File: config.mk
export PLATFORM = sky130hd
export DESIGN_NAME = page_table_translate_lru_fifo
export DESIGN_NICKNAME = d
export VERILOG_FILES = /design/src/design/ptlf_pkg.sv /design/src/design/ptlf_front.sv /design/src/design/ptlf_fifo.sv /design/src/design/ptlf_back.sv /design/src/design/page_table_translate_lru_fifo.sv
export SDC_FILE = /design/constraint.sdc
export NUM_CORES = 1
export LEC_CHECK = 0
export BUFFER_PORTS_ARGS = -buffer_cell sky130_fd_sc_hd__buf_2
export CAP_MARGIN = 20
export CORE_MARGIN = 8
export CORE_UTILIZATION = 40
export CTS_BUF_LIST = sky130_fd_sc_hd__clkbuf_16
export CTS_CLUSTER_DIAMETER = 40
export CTS_CLUSTER_SIZE = 14
export DETAILED_ROUTE_END_ITERATION = 7
export PLACE_DENSITY = 0.58
export SLEW_MARGIN = 15
export SYNTH_ARGS = -nofsm -noshare
export SYNTH_HDL_FRONTEND = slang
export SYNTH_SLANG_ARGS = --single-unit
File: constraint.sdc
create_clock -name clk -period 4.94 [get_ports clk]
set_clock_uncertainty 0.1 [all_clocks]
set_input_delay 0.494 -clock clk [delete_from_list [all_inputs] [get_ports clk]]
set_output_delay 0.494 -clock clk [all_outputs]
set_load 0.02 [all_outputs]
File: src/design/ptlf_pkg.sv
// ptlf_pkg: shared constants, types and state encodings for the page table translator
// no dependencies
package ptlf_pkg;

    localparam int MAX_FRAMES_DEF = 16;
    localparam int ADDR_BITS_DEF  = 20;
    localparam int VA_W           = 20;
    localparam int PA_W           = 20;
    localparam int FN_W           = 4;
    localparam int PS_W           = 17;
    localparam int FC_W           = 5;
    localparam int CFG_W          = 17;
    localparam int IDX_W          = 2;

    localparam logic [IDX_W-1:0] REG_PAGE_SIZE   = 2'd0;
    localparam logic [IDX_W-1:0] REG_FRAME_COUNT = 2'd1;
    localparam logic [IDX_W-1:0] REG_POLICY      = 2'd2;

    localparam logic POLICY_LRU  = 1'b0;
    localparam logic POLICY_FIFO = 1'b1;

    typedef enum logic [1:0] {
        FR_IDLE,
        FR_DIV,
        FR_PUSH
    } front_state_t;

    typedef enum logic [2:0] {
        BK_IDLE,
        BK_SCAN,
        BK_READ,
        BK_SHIFT,
        BK_MUL,
        BK_OUT
    } back_state_t;

endpackage

File: src/design/ptlf_front.sv
// ptlf_front: accepts virtual addresses and splits them into page and offset
// with a restoring divider, one quotient bit per cycle; depends on ptlf_pkg
module ptlf_front #(
    parameter int ADDR_BITS = ptlf_pkg::ADDR_BITS_DEF
) (
    input  logic                          clk,
    input  logic                          rst_n,
    input  logic                          in_valid,
    output logic                          in_ready,
    input  logic [ptlf_pkg::VA_W-1:0]     virtual_address,
    input  logic [ptlf_pkg::PS_W-1:0]     page_words,
    output logic                          q_valid,
    input  logic                          q_ready,
    output logic [ADDR_BITS-1:0]          q_page,
    output logic [ADDR_BITS-1:0]          q_offset,
    output logic [ptlf_pkg::PS_W-1:0]     q_psize
);
    localparam int CNT_W = $clog2(ADDR_BITS + 1);
    localparam int REM_W = ptlf_pkg::PS_W + 1;

    ptlf_pkg::front_state_t state_reg, state_next;
    logic [CNT_W-1:0]          cnt_reg, cnt_next;
    logic [ADDR_BITS-1:0]      quo_reg, quo_next;
    logic [REM_W-1:0]          rem_reg, rem_next;
    logic [ptlf_pkg::PS_W-1:0] div_reg, div_next;
    logic [REM_W-1:0]          trial;
    logic [REM_W-1:0]          shifted;
    logic [ADDR_BITS-1:0]      va_m;

    assign va_m = ADDR_BITS'(virtual_address);

    assign shifted = {rem_reg[REM_W-2:0], quo_reg[ADDR_BITS-1]};
    assign trial   = shifted - {1'b0, div_reg};

    always_ff @(posedge clk or negedge rst_n)
    begin
        if (!rst_n)
        begin
            state_reg <= ptlf_pkg::FR_IDLE;
            cnt_reg   <= '0;
        end
        else
        begin
            state_reg <= state_next;
            cnt_reg   <= cnt_next;
        end
    end

    always_ff @(posedge clk)
    begin
        quo_reg <= quo_next;
        rem_reg <= rem_next;
        div_reg <= div_next;
    end

    always_comb
    begin
        state_next = state_reg;
        cnt_next   = cnt_reg;
        quo_next   = quo_reg;
        rem_next   = rem_reg;
        div_next   = div_reg;
        in_ready   = 1'b0;
        q_valid    = 1'b0;
        case (state_reg)
            ptlf_pkg::FR_IDLE:
            begin
                in_ready = 1'b1;
                if (in_valid)
                begin
                    quo_next   = va_m;
                    rem_next   = '0;
                    div_next   = (page_words == '0) ? ptlf_pkg::PS_W'(1) : page_words;
                    cnt_next   = CNT_W'(ADDR_BITS);
                    state_next = ptlf_pkg::FR_DIV;
                end
            end
            ptlf_pkg::FR_DIV:
            begin
                if (!trial[REM_W-1])
                begin
                    rem_next = trial;
                    quo_next = {quo_reg[ADDR_BITS-2:0], 1'b1};
                end
                else
                begin
                    rem_next = shifted;
                    quo_next = {quo_reg[ADDR_BITS-2:0], 1'b0};
                end
                cnt_next = cnt_reg - 1'b1;
                if (cnt_reg == CNT_W'(1))
                    state_next = ptlf_pkg::FR_PUSH;
            end
            ptlf_pkg::FR_PUSH:
            begin
                q_valid = 1'b1;
                if (q_ready)
                    state_next = ptlf_pkg::FR_IDLE;
            end
            default:
                state_next = ptlf_pkg::FR_IDLE;
        endcase
    end

    assign q_page   = quo_reg;
    assign q_offset = ADDR_BITS'(rem_reg[REM_W-2:0]);
    assign q_psize  = div_reg;
endmodule

File: src/design/ptlf_fifo.sv
// ptlf_fifo: two-entry word queue between front and back
// depends on ptlf_pkg only through its users' widths
module ptlf_fifo #(
    parameter int W = 8
) (
    input  logic         clk,
    input  logic         rst_n,
    input  logic         wr_valid,
    output logic         wr_ready,
    input  logic [W-1:0] wr_data,
    output logic         rd_valid,
    input  logic         rd_ready,
    output logic [W-1:0] rd_data
);
    logic [W-1:0] mem_reg [2];
    logic         wp_reg, rp_reg;
    logic [1:0]   cnt_reg;
    logic         do_wr, do_rd;

    assign wr_ready = (cnt_reg != 2'd2);
    assign rd_valid = (cnt_reg != 2'd0);
    assign do_wr    = wr_valid && wr_ready;
    assign do_rd    = rd_valid && rd_ready;
    assign rd_data  = mem_reg[rp_reg];

    always_ff @(posedge clk or negedge rst_n)
    begin
        if (!rst_n)
        begin
            wp_reg  <= 1'b0;
            rp_reg  <= 1'b0;
            cnt_reg <= 2'd0;
        end
        else
        begin
            if (do_wr)
                wp_reg <= ~wp_reg;
            if (do_rd)
                rp_reg <= ~rp_reg;
            cnt_reg <= cnt_reg + {1'b0, do_wr} - {1'b0, do_rd};
        end
    end

    always_ff @(posedge clk)
    begin
        if (do_wr)
            mem_reg[wp_reg] <= wr_data;
    end
endmodule

File: src/design/ptlf_back.sv
// ptlf_back: ordered table scan, lru/fifo reorder and physical address build
// depends on ptlf_pkg
module ptlf_back #(
    parameter int MAX_FRAMES = ptlf_pkg::MAX_FRAMES_DEF,
    parameter int ADDR_BITS  = ptlf_pkg::ADDR_BITS_DEF
) (
    input  logic                          clk,
    input  logic                          rst_n,
    input  logic                          q_valid,
    output logic                          q_ready,
    input  logic [ADDR_BITS-1:0]          q_page,
    input  logic [ADDR_BITS-1:0]          q_offset,
    input  logic [ptlf_pkg::PS_W-1:0]     q_psize,
    input  logic [ptlf_pkg::FC_W-1:0]     frame_count,
    input  logic                          policy,
    input  logic                          clear,
    output logic                          out_valid,
    input  logic                          out_ready,
    output logic [ptlf_pkg::PA_W-1:0]     physical_address,
    output logic [ptlf_pkg::FN_W-1:0]     frame_number,
    output logic                          page_fault
);
    localparam int IW = $clog2(MAX_FRAMES);
    localparam int NW = $clog2(MAX_FRAMES + 1);
    localparam int FW = IW;

    ptlf_pkg::back_state_t state_reg, state_next;

    logic [ADDR_BITS-1:0] pg_mem [MAX_FRAMES];
    logic [FW-1:0]        fr_mem [MAX_FRAMES];

    logic [NW-1:0]        occ_reg, occ_next;
    logic [NW-1:0]        n_reg, n_next;
    logic [NW-1:0]        idx_reg, idx_next;
    logic                 hit_reg, hit_next;
    logic [ADDR_BITS-1:0] page_reg, page_next;
    logic [ADDR_BITS-1:0] off_reg, off_next;
    logic [ptlf_pkg::PS_W-1:0] ps_reg, ps_next;
    logic [FW-1:0]        frame_reg, frame_next;
    logic [ADDR_BITS-1:0] mv_pg_reg, mv_pg_next;
    logic [ADDR_BITS+ptlf_pkg::PS_W-1:0] prod_reg, prod_next;
    logic [ptlf_pkg::PA_W-1:0] pa_trim;

    logic [ADDR_BITS-1:0] rd_pg_reg;
    logic [FW-1:0]        rd_fr_reg;
    logic [IW-1:0]        rd_addr;

    logic                 wr_en;
    logic [IW-1:0]        wr_addr;
    logic [ADDR_BITS-1:0] wr_pg;
    logic [FW-1:0]        wr_fr;

    logic [NW-1:0]        fc_eff;
    logic [ADDR_BITS-1:0] pa_full;

    always_comb
    begin
        if (frame_count == '0)
            fc_eff = NW'(1);
        else if (32'(frame_count) > MAX_FRAMES)
            fc_eff = NW'(MAX_FRAMES);
        else
            fc_eff = NW'(frame_count);
    end

    always_ff @(posedge clk)
    begin
        rd_pg_reg <= pg_mem[rd_addr];
        rd_fr_reg <= fr_mem[rd_addr];
        if (wr_en)
        begin
            pg_mem[wr_addr] <= wr_pg;
            fr_mem[wr_addr] <= wr_fr;
        end
    end

    always_ff @(posedge clk or negedge rst_n)
    begin
        if (!rst_n)
        begin
            state_reg <= ptlf_pkg::BK_IDLE;
            occ_reg   <= '0;
        end
        else
        begin
            state_reg <= state_next;
            occ_reg   <= clear ? '0 : occ_next;
        end
    end

    always_ff @(posedge clk)
    begin
        n_reg     <= n_next;
        idx_reg   <= idx_next;
        hit_reg   <= hit_next;
        page_reg  <= page_next;
        off_reg   <= off_next;
        ps_reg    <= ps_next;
        frame_reg <= frame_next;
        mv_pg_reg <= mv_pg_next;
        prod_reg  <= prod_next;
    end

    assign pa_full = prod_reg[ADDR_BITS-1:0] + off_reg;

    always_comb
    begin
        state_next = state_reg;
        occ_next   = occ_reg;
        n_next     = n_reg;
        idx_next   = idx_reg;
        hit_next   = hit_reg;
        page_next  = page_reg;
        off_next   = off_reg;
        ps_next    = ps_reg;
        frame_next = frame_reg;
        mv_pg_next = mv_pg_reg;
        prod_next  = prod_reg;
        rd_addr    = idx_reg[IW-1:0];
        wr_en      = 1'b0;
        wr_addr    = idx_reg[IW-1:0];
        wr_pg      = page_reg;
        wr_fr      = frame_reg;
        q_ready    = 1'b0;
        out_valid  = 1'b0;
        case (state_reg)
            ptlf_pkg::BK_IDLE:
            begin
                q_ready = 1'b1;
                rd_addr = '0;
                if (q_valid)
                begin
                    page_next  = q_page;
                    off_next   = q_offset;
                    ps_next    = q_psize;
                    n_next     = (occ_reg > fc_eff) ? fc_eff : occ_reg;
                    idx_next   = '0;
                    hit_next   = 1'b0;
                    state_next = ptlf_pkg::BK_SCAN;
                end
            end
            // read data for idx_reg is valid this cycle
            ptlf_pkg::BK_SCAN:
            begin
                if (idx_reg == n_reg)
                begin
                    if (n_reg < fc_eff)
                    begin
                        wr_en      = 1'b1;
                        wr_addr    = idx_reg[IW-1:0];
                        wr_pg      = page_reg;
                        wr_fr      = idx_reg[FW-1:0];
                        frame_next = idx_reg[FW-1:0];
                        n_next     = n_reg + 1'b1;
                        state_next = ptlf_pkg::BK_MUL;
                    end
                    else
                    begin
                        idx_next   = '0;
                        rd_addr    = '0;
                        state_next = ptlf_pkg::BK_READ;
                    end
                end
                else if (rd_pg_reg == page_reg)
                begin
                    hit_next   = 1'b1;
                    frame_next = rd_fr_reg;
                    mv_pg_next = rd_pg_reg;
                    if (policy == ptlf_pkg::POLICY_LRU)
                    begin
                        idx_next   = idx_reg + 1'b1;
                        rd_addr    = IW'(idx_reg + 1'b1);
                        state_next = ptlf_pkg::BK_SHIFT;
                    end
                    else
                        state_next = ptlf_pkg::BK_MUL;
                end
                else
                begin
                    idx_next = idx_reg + 1'b1;
                    rd_addr  = IW'(idx_reg + 1'b1);
                end
            end
            // eviction: entry 0 read, take its frame then shift
            ptlf_pkg::BK_READ:
            begin
                frame_next = rd_fr_reg;
                mv_pg_next = page_reg;
                idx_next   = NW'(1);
                rd_addr    = IW'(1);
                state_next = ptlf_pkg::BK_SHIFT;
            end
            // idx_reg points one past the slot being filled
            ptlf_pkg::BK_SHIFT:
            begin
                if (idx_reg == n_reg)
                begin
                    wr_en      = 1'b1;
                    wr_addr    = IW'(n_reg - 1'b1);
                    wr_pg      = mv_pg_reg;
                    wr_fr      = frame_reg;
                    state_next = ptlf_pkg::BK_MUL;
                end
                else
                begin
                    wr_en    = 1'b1;
                    wr_addr  = IW'(idx_reg - 1'b1);
                    wr_pg    = rd_pg_reg;
                    wr_fr    = rd_fr_reg;
                    idx_next = idx_reg + 1'b1;
                    rd_addr  = IW'(idx_reg + 1'b1);
                end
            end
            ptlf_pkg::BK_MUL:
            begin
                occ_next   = n_reg;
                prod_next  = (ADDR_BITS+ptlf_pkg::PS_W)'(frame_reg) * ps_reg;
                state_next = ptlf_pkg::BK_OUT;
            end
            ptlf_pkg::BK_OUT:
            begin
                out_valid = 1'b1;
                if (out_ready)
                    state_next = ptlf_pkg::BK_IDLE;
            end
            default:
                state_next = ptlf_pkg::BK_IDLE;
        endcase
    end

    assign pa_trim = ptlf_pkg::PA_W'(pa_full);

    assign physical_address = pa_trim;
    assign frame_number     = ptlf_pkg::FN_W'(frame_reg);
    assign page_fault       = ~hit_reg;
endmodule

File: src/design/page_table_translate_lru_fifo.sv
// page_table_translate_lru_fifo: top level of the page table translator
// depends on ptlf_pkg, ptlf_front, ptlf_fifo, ptlf_back
//
// Translates a virtual word address through a fully associative table of up to
// MAX_FRAMES mappings kept oldest to newest, with lru or fifo replacement. The
// front divides the address by the page size, one quotient bit per cycle; the
// back scans the table one entry a cycle from a memory with one read and one
// write port, then shifts entries one a cycle on a reorder, then multiplies
// frame by page size. Front and back overlap through a two-word queue, so the
// sustained rate is that of the slower of the two. A configuration write to the
// page size, frame count or policy register empties the table.
module page_table_translate_lru_fifo #(
    parameter int MAX_FRAMES = ptlf_pkg::MAX_FRAMES_DEF,
    parameter int ADDR_BITS  = ptlf_pkg::ADDR_BITS_DEF
) (
    input  logic                           clk,
    input  logic                           rst_n,
    input  logic                           cfg_we,
    input  logic [ptlf_pkg::IDX_W-1:0]     cfg_index,
    input  logic [ptlf_pkg::CFG_W-1:0]     cfg_data,
    input  logic                           in_valid,
    output logic                           in_ready,
    input  logic [ptlf_pkg::VA_W-1:0]      virtual_address,
    output logic                           out_valid,
    input  logic                           out_ready,
    output logic [ptlf_pkg::PA_W-1:0]      physical_address,
    output logic [ptlf_pkg::FN_W-1:0]      frame_number,
    output logic                           page_fault
);
    localparam int QW = 2 * ADDR_BITS + ptlf_pkg::PS_W;

    logic [ptlf_pkg::PS_W-1:0] page_words_reg;
    logic [ptlf_pkg::FC_W-1:0] frame_count_reg;
    logic                      policy_reg;
    logic                      clear;

    logic                      fq_valid, fq_ready, bq_valid, bq_ready;
    logic [ADDR_BITS-1:0]      f_page, f_off, b_page, b_off;
    logic [ptlf_pkg::PS_W-1:0] f_ps, b_ps;

    assign clear = cfg_we && (cfg_index == ptlf_pkg::REG_PAGE_SIZE
                              || cfg_index == ptlf_pkg::REG_FRAME_COUNT
                              || cfg_index == ptlf_pkg::REG_POLICY);

    always_ff @(posedge clk or negedge rst_n)
    begin
        if (!rst_n)
        begin
            page_words_reg  <= ptlf_pkg::PS_W'(16);
            frame_count_reg <= ptlf_pkg::FC_W'(4);
            policy_reg      <= ptlf_pkg::POLICY_LRU;
        end
        else if (cfg_we)
        begin
            case (cfg_index)
                ptlf_pkg::REG_PAGE_SIZE:   page_words_reg  <= cfg_data;
                ptlf_pkg::REG_FRAME_COUNT: frame_count_reg <= cfg_data[ptlf_pkg::FC_W-1:0];
                ptlf_pkg::REG_POLICY:      policy_reg      <= cfg_data[0];
                default:                   policy_reg      <= policy_reg;
            endcase
        end
    end

    ptlf_front #(.ADDR_BITS(ADDR_BITS)) u_front (
        .clk             (clk),
        .rst_n           (rst_n),
        .in_valid        (in_valid),
        .in_ready        (in_ready),
        .virtual_address (virtual_address),
        .page_words      (page_words_reg),
        .q_valid         (fq_valid),
        .q_ready         (fq_ready),
        .q_page          (f_page),
        .q_offset        (f_off),
        .q_psize         (f_ps)
    );

    ptlf_fifo #(.W(QW)) u_fifo (
        .clk      (clk),
        .rst_n    (rst_n),
        .wr_valid (fq_valid),
        .wr_ready (fq_ready),
        .wr_data  ({f_page, f_off, f_ps}),
        .rd_valid (bq_valid),
        .rd_ready (bq_ready),
        .rd_data  ({b_page, b_off, b_ps})
    );

    ptlf_back #(.MAX_FRAMES(MAX_FRAMES), .ADDR_BITS(ADDR_BITS)) u_back (
        .clk              (clk),
        .rst_n            (rst_n),
        .q_valid          (bq_valid),
        .q_ready          (bq_ready),
        .q_page           (b_page),
        .q_offset         (b_off),
        .q_psize          (b_ps),
        .frame_count      (frame_count_reg),
        .policy           (policy_reg),
        .clear            (clear),
        .out_valid        (out_valid),
        .out_ready        (out_ready),
        .physical_address (physical_address),
        .frame_number     (frame_number),
        .page_fault       (page_fault)
    );
endmodule

### After elaboration in Yosys (flattened, before gate mapping)

Memories as Yosys holds them, arrays and structs flattened. A register that Yosys moved wholly into a read port is not among the register bits.
Index checks and enable logic that the tools add are counted.

| word-level totals | value |
|---|---|
| flip-flop bits (word level) | 171 |
| latch bits | 0 |
| RAM bits | 492 |
| memory bits (read-only) | 0 |
| bits of input ports | 44 |
| word-level logic and storage cells | 166 |
| memories kept | 3 |

Memory list:

| memory | depth | bits a word | rd ports | clocked after memory_dff | wr ports | line | source |
|---|---|---|---|---|---|---|---|
| u_back.pg_mem | 16 | 20 | 1 | 1 | 1 | ptlf_back.sv:29 | `logic [ADDR_BITS-1:0] pg_mem [MAX_FRAMES];` |
| u_fifo.mem_reg | 2 | 54 | 1 | 1 | 1 | ptlf_fifo.sv:15 | `logic [W-1:0] mem_reg [2];` |
| u_back.fr_mem | 16 | 4 | 1 | 1 | 1 | ptlf_back.sv:30 | `logic [FW-1:0] fr_mem [MAX_FRAMES];` |

| operators by class | value |
|---|---|
| $add $sub $neg | 9 |
| multipliers | 1 |
| divide/modulo/power cells | 0 |
| order comparisons | 3 |
| equal/unequal tests | 27 |
| shift operators | 0 |
| multiplexer cells | 71 |
| bitwise operators | 3 |
| reductions and logical operators | 29 |

Operator list:

| operator | number |
|---|---|
| $mux W20 | 5 |
| $pmux W20 S2 | 2 |
| $mux W5 | 15 |
| $mux W4 | 12 |
| $mux W17 | 2 |
| $pmux W17 S2 | 1 |
| $mux W3 | 7 |
| $add A20 B20 Y20 | 1 |
| $eq A20 B20 Y1 | 1 |
| $mul A4 B17 Y20 | 1 |
| $pmux W5 S2 | 2 |
| $pmux W5 S4 | 1 |
| $pmux W3 S6 | 1 |
| $sub A18 B17 Y18 | 1 |
| $logic_not A17 Y1 | 1 |
| $pmux W4 S2 | 2 |
| $pmux W4 S4 | 1 |
| $mux W1 | 14 |
| $reduce_and A2 Y1 | 7 |
| $ne A2 B1 Y1 const B | 6 |
| $ne A2 B2 Y1 const B | 6 |
| $reduce_and A4 Y1 | 3 |
| $add A5 B1 Y5 const B | 2 |
| $reduce_bool A2 Y1 | 5 |
| 29 further kinds | 44 |

### Depth between registers and ports, before layout

| logic depth | value |
|---|---|
| depth after elaboration | 9 |
| gate-level depth with buffers | 21 |
| mapped depth without buffers | 16 |

### By module

From an unflattened synthesis, not the netlist that was laid out.

| unflattened totals | value |
|---|---|
| cell total of the unflattened synthesis | 2378 |
| area total of the unflattened synthesis | 32727.6 um2 |

By module, submodules not included:

| module | instances | cells each | area an instance (um2) |
|---|---|---|---|
| ptlf_back | 1 | 1763 | 23857.9 |
| ptlf_fifo | 1 | 194 | 4385.5 |
| ptlf_front | 1 | 370 | 3594.7 |
| page_table_translate_lru_fifo | 1 | 51 | 889.6 |

### Worst setup path before layout

No wires, ideal clock.

| timing | value |
|---|---|
| path kind | reg-to-reg |
| start | register u_back.frame_reg[1] (netlist: u_back.frame_number[1]) |
| end | register u_back.prod_reg[19] (netlist bit), data pin |
| data arrival time | 4243 ps |
| slack | 338 ps |
| stages on the path, launching flop included | 18 |
| cells stage by stage | edfxtp_1 > clkbuf_1 > clkbuf_1 > nand2_1 > fa_1 > fa_1 > inv_1 > ha_1 > a21o_1 > a21oi_1 > o21ai_0 > o41ai_1 > o21bai_1 > o41ai_1 > o21ai_0 > nor3_1 > o21bai_1 > xnor2_1 |

| on the way | value |
|---|---|
| cells in the longest elaborated chain, start to end | 1 |

RTL lines:

| element | line | source |
|---|---|---|
| start: declaration | ptlf_back.sv:39 | `logic [FW-1:0] frame_reg, frame_next;` |
| start signal: assignment | ptlf_back.sv:99 | `frame_reg <= frame_next;` |
| $mul A4 B17 Y20 | ptlf_back.sv:217 | `prod_next = (ADDR_BITS+ptlf_pkg::PS_W)'(frame_reg) * ps_reg;` |
| end signal: assignment | ptlf_back.sv:101 | `prod_reg <= prod_next;` |
| end: declaration | ptlf_back.sv:41 | `logic [ADDR_BITS+ptlf_pkg::PS_W-1:0] prod_reg, prod_next;` |

Every way passes these cells.
A chain may end at the register's enable or synchronous reset.

### Worst setup path after layout

| timing | value |
|---|---|
| start | register frame_count_reg[4] (netlist bit) |
| end | register u_back.rd_pg_reg[8] (read register of u_back.pg_mem) |

| on the way | value |
|---|---|
| cells in the longest elaborated chain, start to end | 7 |
| elaborated cells on any way between the ends | 8 |
| classes of those cells | 2 x order compare; 5 x mux; 1 x reduce/logical |

RTL lines:

| element | line | source |
|---|---|---|
| start: declaration | page_table_translate_lru_fifo.sv:33 | `logic [ptlf_pkg::FC_W-1:0] frame_count_reg;` |
| start signal: assignment | page_table_translate_lru_fifo.sv:50 | `frame_count_reg <= ptlf_pkg::FC_W'(4);` |
| start signal: assignment | page_table_translate_lru_fifo.sv:57 | `ptlf_pkg::REG_FRAME_COUNT: frame_count_reg <= cfg_data[ptlf_pkg::FC_W-1:0];` |
| $gt A5 B5 Y1 | ptlf_back.sv:60 | `else if (32'(frame_count) > MAX_FRAMES)` |
| $mux W5 | ptlf_back.sv:60 |  |
| $mux W5 * | ptlf_back.sv:58 | `if (frame_count == '0)` |
| $lt A5 B5 Y1 * | ptlf_back.sv:147 | `if (n_reg < fc_eff)` |
| $mux W4 * | ptlf_back.sv:147 |  |
| $mux W4 * | ptlf_back.sv:145 | `if (idx_reg == n_reg)` |
| $pmux W4 S4 * | ptlf_back.sv:126 | `case (state_reg)` |
| end: declaration | ptlf_back.sv:44 | `logic [ADDR_BITS-1:0] rd_pg_reg;` |

Every way passes the cells marked *; elsewhere a longest branch is shown, timed or not.

==> flow_summary.ini <==
[status]
outcome = complete, no violations

[timing]
finalHoldViolCount = 0
maxSlewHeadroom = 0.233
slew_violations = 0
worst_slew_pin_slew_ns = 1.15
final.setup.tns_ns = 0
hold_slack_ns = 0.0290
fmax_mhz = 216
rsz0062_at_grt = false
finalCritPeriodShare = 0.936
setup_violations = 0
period_needed_ns = 4.62

[route]
wire_per_inst_um = 20.5
wirelength_um = 78400
dr.pass1.iters = 6
vias_per_cell = 5.47
drc = 0
dr_wl_met2_um = 36800
num_vias = 20900
wl_met3_um = 4680
drtIter0Drc = 1877
topRoutingLayerUsed = met4
drtAntennaViolNets = 0
wl_met1_um = 35400

[finish]
stdcell_count = 3829
largest_register_ff_count = 320
nFillCells = 6950
area_growth_pct = 17.3
drive_gt1_frac = 0.160
nNetsFinal = 2834
fin_area_mm2 = 0.0382

[power]
cellPowerDensity_mw_per_mm2 = 740
vdd_ir_drop_max_mv = 0.479
power_leakage_nw = 13.9
finalPower_mw = 28.2

[cts]
cts_tree = done
clk_transition_reported_paths_ns = 0.06
htree_levels = 3
cts_buffers = 97
clockBufferDepth = 3
clk_latency_ns = 0.67
cts-root-buf = clkbuf_16
cts_sinks = 721

[global_route]
grt_max_degree = 90
grt_pass1_wl_um = 122000
grt_overflow = 0
gr-usage-all-layers = 0.170
grt_pass1_vias = 21000
antenna_found_initial = 1

[setup_path]
required_ns = 5.32
crit_path_end_kind = flip-flop
r2r_setup_slack_ns = 0.32
worstSetupPathType = flip-flop to flip-flop
crit_arrival_ns = 5.00
cp_max_fo = 30
start_kind = flip-flop
reg2reg_from = frame_count_reg[4]
reg2reg_to = u_back.rd_pg_reg[8]
ff2ff_path_depth = 13

[logic_synthesis]
synth_enable_flop_cells = 655
synthAdderAreaFrac = 0.0481
yosys_most_used_dff = edfxtp_1
seq_area_frac_synth = 0.652
syn_nets = 2711
synth_top_family_by_area = simple AND/OR/NAND/NOR gates
synthArstFlopShare = 0.0583
synth.most_common_cell = edfxtp_1
synthDistinctLibCells = 66
synth_top_cell_area_share = 0.604
synth_commonest_cells = edfxtp_1, nand2_1, a21oi_1, o21ai_0, nand3_1
synth_top_area_cell = edfxtp_1
synth_area_leaders = edfxtp_1, dfrtp_1, nand2_1
synth_compound_area_frac = 0.0940
synth_area_per_cell_um2 = 12.7
synth_warnings = 0
syn_area_mm2 = 0.0325
synth.mux.area_fraction = 0.0497
synthSimpleGateAreaFrac = 0.105
synthCells = 2561
ys_seq_elements = 721
synth_xor_area_frac = 0.0213

[worst_hold_path]
hold_path_end = u_front.q_page[15]
hold_path_depth = 3
min_path_type = primary input to flip-flop
hold_start = virtual_address[15]

[placed_design]
numPortBuffers = 70
dpl.hpwl_um = 48100
place_inst = 3615
place_area_mm2 = 0.0345
place_congestion = 0.807

[die]
core_mm2 = 0.0805
die_area_mm2 = 0.0907
rows = 104
start_util = 0.404
die_x_um = 301
io_pins = 71
die_height_um = 301

[flow_run]
maxCapViolations = 0
## worst max-delay path by stage
stage / from / endpoint / slack, ns
after global placement: frame_count_reg[4] / u_back.rd_pg_reg[8] / 0.55
after floorplan: u_back.frame_number[1] / u_back.prod_reg[19] / 0.34
final: frame_count_reg[4] / u_back.rd_pg_reg[8] / 0.32
after detailed placement: frame_count_reg[4] / u_back.rd_pg_reg[8] / 0.47
after global routing: frame_count_reg[4] / u_back.rd_pg_reg[8] / 0.16
after CTS: frame_count_reg[4] / u_back.rd_pg_reg[8] / 0.44
## cell families after synthesis
family,Yosys count
AO/OA/AOI/OAI,523
adder cells (fa/ha/maj),106
buffers and inverters,243
AND/OR/NAND/NOR,737
multiplexers,152
XOR/XNOR,79
flip-flops,721
## timing repair
| item | CTS | global route |
|---|---|---|
| endpoints found under the setup margin | 0 | 0 |
| hold endpoints to repair | 71 | 0 |
| gates resized for setup | 0 | 0 |
| setup buffers | 0 | 0 |
| hold buffers | 29 | 0 |
## where the power goes
part	internal [mW]	total, mW	leakage (nW)	switching [mW]
registers	8.52	9.29	6.69	0.772
clock network	4.04	6.96	1.61	2.91
logic	4.47	12.0	5.58	7.53
total	17.0	28.2	13.9	11.2
## cells in the final DEF, fill, tap and decap left out, drive strengths merged, types with 35 or more instances in the layout
cell type	netlist	final
edfxtp	655	655
nand2	264	264
a21oi	187	187
o21ai	183	183
nand3	164	164
buf	53	148
nor2	130	130
inv	89	119
clkbuf	101	98
mux2i	76	76
mux2	76	76
ha	74	74
nor4	58	58
and2	45	45
xnor2	44	44
dfrtp	40	40
clkinv	0	40
xor2	35	35
## worst max-delay path, cell delays in order, from the launching register on
cell       delay [ns]
dfrtp_1          0.42
inv_1            0.18
nand2_1          0.14
ha_1             0.33
and3_1           0.21
a221o_1          0.38
a2111oi_4        0.71
o21a_4           0.41
buf_4            0.37
o21ai_0          0.13
a21oi_1          0.18
nor4_1           0.08
o21a_1           0.19
a221oi_1         0.60
## area by class of cell
cell class | count | area (um2) | area share
clock inverters | 86 | 898 | 0.0235
repair buffers | 178 | 1420 | 0.0372
flip-flops and latches | 721 | 21200 | 0.556
inverters | 89 | 334 | 0.00875
multi-input cells | 1597 | 10600 | 0.276
well taps | 1060 | 1330 | 0.0348
diodes | 1 | 2.50 | 0.0000656
clock buffers | 97 | 2430 | 0.0636
## per-stage QoR
| step | util | worst slack, ns |
|---|---|---|
| floorplan | - | 0.338 |
| global placement | 0.428 | 0.546 |
| detailed placement | 0.428 | 0.470 |
| CTS | 0.473 | 0.445 |
| global route | 0.474 | 0.165 |
| finish | 0.474 | 0.318 |
## layer usage
metal / GRT usage / up-vias
met3: 0.0277 / 116
met5: 0 / -
met2: 0.273 / 652
met1: 0.236 / 10400
li1: - / 9767
met4: 0.0490 / 0
Power figures use the tool's default switching activity.
